--- src/rtl/thsh_pkg.sv ---
`timescale 1ns / 1ps

package thsh_pkg;

  localparam int RdW     = 22;
  localparam int OhmW    = 20;
  localparam int CoefW   = 48;
  localparam int ProdW   = OhmW + RdW;      // series*reading and v*nominal
  localparam int ExpW    = 6;               // leading-one index of a ProdW word
  localparam int FracW   = 30;              // log2 fraction bits
  localparam int LogW    = ExpW + FracW;
  localparam int Ln2W    = 26;
  localparam int LW      = 31;              // signed L, 24 fraction bits
  localparam int AccW    = 63;              // Horner accumulator, 48 fraction bits
  localparam int QW      = 20;              // quotient bits kept (millikelvin)
  localparam int TempW   = 20;
  localparam int FaultW  = 2;
  localparam int CfgIdxW = 3;

  localparam logic [Ln2W-1:0] Ln2Q26 = 26'd46516320;
  localparam logic [AccW-1:0] SatLim = 63'h3FFF_FFFF_FFFF_FFFF;

  localparam logic signed [TempW-1:0] TempMax = 20'sd400000;
  localparam logic signed [TempW-1:0] TempMin = -20'sd200000;
  localparam logic [QW+1:0]           ZeroCmK = 22'd273150;

  localparam logic [RdW-1:0]          RefReset   = 22'd1800000;
  localparam logic [OhmW-1:0]         SerReset   = 20'd10000;
  localparam logic [OhmW-1:0]         NomReset   = 20'd10000;
  localparam logic signed [CoefW-1:0] CoefAReset = 48'sd944071575487;
  localparam logic signed [CoefW-1:0] CoefBReset = 48'sd86526477447;
  localparam logic signed [CoefW-1:0] CoefCReset = 48'sd2868660668;
  localparam logic signed [CoefW-1:0] CoefDReset = 48'sd255965237;

  typedef enum logic [CfgIdxW-1:0] {
    REG_REF    = 3'd0,
    REG_SERIES = 3'd1,
    REG_NOMINAL = 3'd2,
    REG_COEF_A = 3'd3,
    REG_COEF_B = 3'd4,
    REG_COEF_C = 3'd5,
    REG_COEF_D = 3'd6
  } cfg_reg_e;

  typedef enum logic [FaultW-1:0] {
    FAULT_NONE = 2'd0,
    FAULT_ZERO = 2'd1,
    FAULT_HIGH = 2'd2
  } fault_e;

  typedef struct packed {
    logic   vld;
    fault_e fault;
  } tag_t;

endpackage

--- src/rtl/thsh_div.sv ---
`timescale 1ns / 1ps

module thsh_div (
  input  logic                                 clk_i,
  input  logic                                 rst_ni,
  input  logic                                 en_i,
  input  thsh_pkg::tag_t                       tag_i,
  input  logic signed [thsh_pkg::AccW-1:0]     acc_i,
  output thsh_pkg::tag_t                       tag_o,
  output logic signed [thsh_pkg::TempW-1:0]    temp_o
);
  import thsh_pkg::*;

  localparam int SW = AccW - 1;   // divisor, positive sums only
  localparam int NW = 62;         // 1000*2^48 + s/2 < 2^62
  localparam logic [NW-1:0] Kilo48 = NW'(1000) << 48;

  logic [SW-1:0]  s_d;
  logic [NW-1:0]  n_d;
  logic           ovf_d, zero_d, neg_d;

  logic [NW-1:0]  r_q   [QW+1];
  logic [SW-1:0]  s_q   [QW+1];
  logic [QW-1:0]  q_q   [QW+1];
  logic           ovf_q [QW+1];
  logic           zero_q [QW+1];
  logic           neg_q [QW+1];
  tag_t           tg_q  [QW+2];

  logic           take [QW];
  logic [NW-1:0]  rsub [QW];

  logic signed [QW+1:0]    t_c;
  logic signed [TempW-1:0] temp_d, temp_q;

  assign s_d    = acc_i[SW-1:0];
  assign n_d    = Kilo48 + {1'b0, s_d[SW-1:1]};
  assign ovf_d  = {20'b0, n_d[NW-1:QW]} >= s_d;
  assign zero_d = (acc_i == '0);
  assign neg_d  = acc_i[AccW-1];

  // restoring division, one quotient bit per stage, msb first
  always_comb begin
    for (int j = 0; j < QW; j++) begin
      take[j] = (r_q[j] >> (QW - 1 - j)) >= s_q[j];
      rsub[j] = r_q[j] - (NW'(s_q[j]) << (QW - 1 - j));
    end
  end

  always_comb begin
    t_c = $signed({2'b0, q_q[QW]}) - $signed(ZeroCmK);
    if (tg_q[QW].fault != FAULT_NONE) begin
      temp_d = '0;
    end else if (zero_q[QW] || (!neg_q[QW] && ovf_q[QW])) begin
      temp_d = TempMax;
    end else if (neg_q[QW]) begin
      temp_d = TempMin;
    end else if (t_c > (QW+2)'(TempMax)) begin
      temp_d = TempMax;
    end else if (t_c < (QW+2)'(TempMin)) begin
      temp_d = TempMin;
    end else begin
      temp_d = t_c[TempW-1:0];
    end
  end

  always_ff @(posedge clk_i or negedge rst_ni) begin
    if (!rst_ni) begin
      for (int j = 0; j < QW + 2; j++) tg_q[j] <= '0;
    end else if (en_i) begin
      tg_q[0] <= tag_i;
      for (int j = 0; j < QW + 1; j++) tg_q[j+1] <= tg_q[j];
    end
  end

  always_ff @(posedge clk_i) begin
    if (en_i) begin
      r_q[0]    <= n_d;
      s_q[0]    <= s_d;
      q_q[0]    <= '0;
      ovf_q[0]  <= ovf_d;
      zero_q[0] <= zero_d;
      neg_q[0]  <= neg_d;
      for (int j = 0; j < QW; j++) begin
        r_q[j+1]    <= take[j] ? rsub[j] : r_q[j];
        s_q[j+1]    <= s_q[j];
        q_q[j+1]    <= {q_q[j][QW-2:0], take[j]};
        ovf_q[j+1]  <= ovf_q[j];
        zero_q[j+1] <= zero_q[j];
        neg_q[j+1]  <= neg_q[j];
      end
      temp_q <= temp_d;
    end
  end

  assign tag_o  = tg_q[QW+1];
  assign temp_o = temp_q;

endmodule

--- config.mk ---
export PLATFORM = sky130hd
export DESIGN_NAME = thsh_div
export DESIGN_NICKNAME = d
export VERILOG_FILES = /design/src/rtl/thsh_pkg.sv /design/src/rtl/thsh_div.sv
export SDC_FILE = /design/constraint.sdc
export NUM_CORES = 2
export LEC_CHECK = 0
export BUFFER_PORTS_ARGS = -buffer_cell sky130_fd_sc_hd__buf_2
export CAP_MARGIN = 30
export CELL_PAD_IN_SITES_DETAIL_PLACEMENT = 0
export CELL_PAD_IN_SITES_GLOBAL_PLACEMENT = 1
export CORE_ASPECT_RATIO = 1.1
export CORE_MARGIN = 3
export CORE_UTILIZATION = 47
export CTS_BUF_LIST = sky130_fd_sc_hd__clkbuf_8
export DETAILED_ROUTE_END_ITERATION = 12
export GPL_TIMING_DRIVEN = 0
export MAX_ROUTING_LAYER = met4
export PLACE_DENSITY = 0.71
export SLEW_MARGIN = 40
export SYNTH_ARGS = -nofsm -noshare
export SYNTH_HDL_FRONTEND = slang
export SYNTH_SLANG_ARGS = --single-unit
--- constraint.sdc ---
create_clock -name clk_i -period 9.3 [get_ports clk_i]
set_input_delay 0 -clock clk_i [delete_from_list [all_inputs] [get_ports clk_i]]
set_output_delay 0 -clock clk_i [all_outputs]
set_load 0.05 [all_outputs]
==> impl_metrics.ini <==
[cells_and_area]
n_fill_cell = 28000
ff_latch_area_um2 = 77700
drive_gt1_share_pct = 9.54
final_common_cell = edfxtp_1
fin_area_um2 = 167000
final_cell_mix = 2532 x edfxtp_1, 1425 x inv_1, 1160 x nand2_1
nNetsFinal = 15600
stdcell_count = 19000
multi_input_area_um2 = 66400
area_delta_synth_final_pct = 11.4

[worst_setup_path]
cp-start-kind = flip-flop
cp_max_fo = 10
critical_path_class = reg -> reg
r2r_setup_slack_ps = 2960
critPathArrivalTime_ps = 7080
r2r-start = s_q[10][10]$_DFFE_PP_
r2r_cells = 14
regToRegEndpoint = r_q[1][244]$_DFFE_PP_
setup.worst_path.end_class = flip-flop
cp-endpoint = r_q[1][244]$_DFFE_PP_
crit_required_ps = 10030
startpoint = s_q[10][10]$_DFFE_PP_

[sta]
fin_tns_setup_ps = 0
final_hold_viol_count = 0
period_needed_ps = 6340
max_freq_ghz = 0.158
relSlewSlack_pct = 35.7
setup_violations = 0
worst_clock_skew_ps = 86.1
min_period_over_period_pct = 68.2
slew_viol_final = 0
rsz0062_at_grt = false
worst_pin_slew_ps = 957
hold_slack_ps = 210

[power_and_ir_drop]
combPwrFrac_pct = 18.9
swShare_pct = 29.0
ir_drop_mv = 0.156
total_power_w = 0.0305
sequentialPowerShare_pct = 47.3
p_switching_w = 0.00885
leakage_nw = 69.5
p_per_area_nw_per_um2 = 182
clkPwrFrac_pct = 33.8
p_int_w = 0.0216

[yosys]
yosys.area_share.simple_pct = 9.78
avgSynthCellArea_um2 = 11.0
syn_nets = 14900
synth_top_family_by_area = compound AO/OA/AOI/OAI gates
yosysUniqueCellTypes = 112
synth_warnings = 0
synth_area_um2 = 150000
synthArstFlopShare_pct = 2.54
synthAdderAreaFrac_pct = 9.37
synthCells = 13700
seq_area_frac_synth_pct = 51.7
synth_compound_area_share_pct = 15.6
synthXorXnorAreaFrac_pct = 5.24
synth_mux_area_share_pct = 3.94
ys.flop_type = edfxtp_1
synth-edff-count = 2532
ys_ff_latch = 2598

[die]
coreArea_um2 = 318000
die_x_um = 545
die_area_um2 = 327000
die_h_um = 599
fp-row-count = 217
initial_core_util_pct = 47.3
ios = 92

[placed_design]
gp_routability_congestion = 1.01
post-place-cells = 18100
portBuffers = 91
hpwl_um = 351000
post_dp_cell_area_um2 = 157000

[cts]
clock_sinks = 2598
clock_latency_ps = 1120
cts_setup_buffers = 0
cts-resized-gates = 0
clkTransAtPathRegs_ps = 60
cts_buffers = 433
cts_root_buf = clkbuf_8
cts_max_level = 5
cts_tree = done
cts_buffer_depth = 4

[job]
maxCapViolCount = 0

[detailed_routing]
routedWlPerCell_um = 23.3
drt_iter0_drc = 7146
via_per_inst = 5.67
wirelength_um = 443000
detail-route-antenna-nets = 0
routed.top_layer = met4
wl_met3_um = 16400
wl_met1_um = 165000
dr_wl_met2_um = 228000
num_vias = 108000
first_pass_iters = 8
drc = 0

[run_status]
outcome = finished clean

[grt]
grt-ovfl-total = 0
grt_pass1_vias = 110000
grt_use_total_pct = 27.2
antenna_found_initial = 11
grt_max_degree = 121
grt_pass1_wl_um = 663000

[min_path]
hp-class = in -> reg
## worst max-delay path: stages (launching register included)
cell and delay, ps:
edfxtp_1 500, inv_1 120, ha_1 410, nand4_1 260
nor4_1 580, nand3_1 250, o2111ai_1 230, o21ai_0 230
a21oi_1 570, a41oi_1 370, o31ai_2 670, nand4_1 510
buf_2 380, inv_1 550, a41oi_1 350
## per-layer routing
metal	track usage (%)	vias up
li1	-	52000
met3	3.14	1070
met2	48.6	2755
met1	28.6	52100
met4	17.6	0
met5	-	-
## power by group through the flow
stage               clock network [W]  registers (W)  logic, W
floorplan                           0         0.0143   0.00404
global placement                    0         0.0155   0.00553
detailed placement                  0         0.0147   0.00563
CTS                            0.0106         0.0144   0.00572
global route                   0.0112         0.0145   0.00638
finish                         0.0103         0.0144   0.00576
## cell type report
type / count / area share, %
clock inverter: 338 / 1.58
buffer: 385 / 0.978
multi-input combinational: 9382 / 39.6
clock buffer: 443 / 3.64
sequential: 2598 / 46.4
inverter: 1317 / 2.95
tap: 4270 / 3.19
antenna: 18 / 0.0269
timing repair buffer: 273 / 1.62
## kinds of logic (layout without fill, tap and decap cells)
group | after synthesis | in the layout
other | 0 | 18
DFF | 2598 | 2598
AOI/OAI and AO/OA | 3761 | 3761
and+or+nand+nor | 3080 | 3080
muxes | 527 | 527
adders and majority gates | 1114 | 1114
xor gates and xnor gates | 900 | 900
buffers and inverters | 1702 | 2756
## what timing repair did
action	CTS	global route
endpoints found under the hold margin	651	0
hold buffers	145	0
setup endpoints to repair	0	0
## how the worst min path moves through the flow
| stage | start | end | cells past startpoint |
|---|---|---|---|
| 2_1_floorplan | rst_ni | tag_o[0]$_DFFE_PN0P_ | 0 |
| 3_3_place_gp | acc_i[58] | s_q[0][58]$_DFFE_PP_ | 1 |
| 3_5_place_dp | rst_ni | tg_q[63]$_DFFE_PN0P_ | 1 |
| 4_1_cts | acc_i[47] | ovf_q[0]$_DFFE_PP_ | 5 |
| 5_1_grt | acc_i[47] | ovf_q[0]$_DFFE_PP_ | 5 |
| 6_report | acc_i[47] | ovf_q[0]$_DFFE_PP_ | 5 |
## registers in the layout, summed over array words and instances (netlist names)
register,cells
s_q,1240
r_q,999
q_q,210
tg_q,63
neg_q,21
ovf_q,21
zero_q,21
temp_o,20
tag_o,3
## through the flow
step	utilization [%]	setup WS (ps)
after global placement	49.1	-30970
final	52.7	2960
after floorplan	-	5470
after global routing	52.7	2870
after detailed placement	49.4	2930
after CTS	52.7	2910
## synthesized netlist by cell type (all sizes together), types with 20 or more instances
library cell	count	share of area, %
a221oi	33	0.20
and2	54	0.22
a21oi	1117	3.7
nor2b	146	0.61
nand2b	137	0.57
nor3	161	0.54
buf	88	0.33
a311oi	21	0.13
a31oi	107	0.46
a211oi	80	0.41
mux2	501	3.8
o2111ai	26	0.15
edfxtp	2532	51
nor2	555	1.4
inv	1317	3.3
o221ai	20	0.12
or2	35	0.15
a21o	563	2.8
o31a	38	0.22
o21bai	148	0.74
and4	28	0.16
dfrtp	66	1.1
ha	1095	9.1
and3	112	0.47
mux2i	26	0.17
a211o	26	0.15
nand3	232	0.77
nand4	221	0.92
a2111oi	22	0.15
xnor2	512	3.0
or4	29	0.14
o31ai	69	0.36
nand2	1160	2.9
o211ai	54	0.27
a31o	23	0.13
nor3b	22	0.11
o21ai	1066	3.5
nor4	101	0.42
clkbuf	297	0.74
a21boi	28	0.14
o21a	130	0.65
a41oi	24	0.14
or3	47	0.20
xor2	388	2.3
No activity file was read; power rests on OpenSTA's default activity.
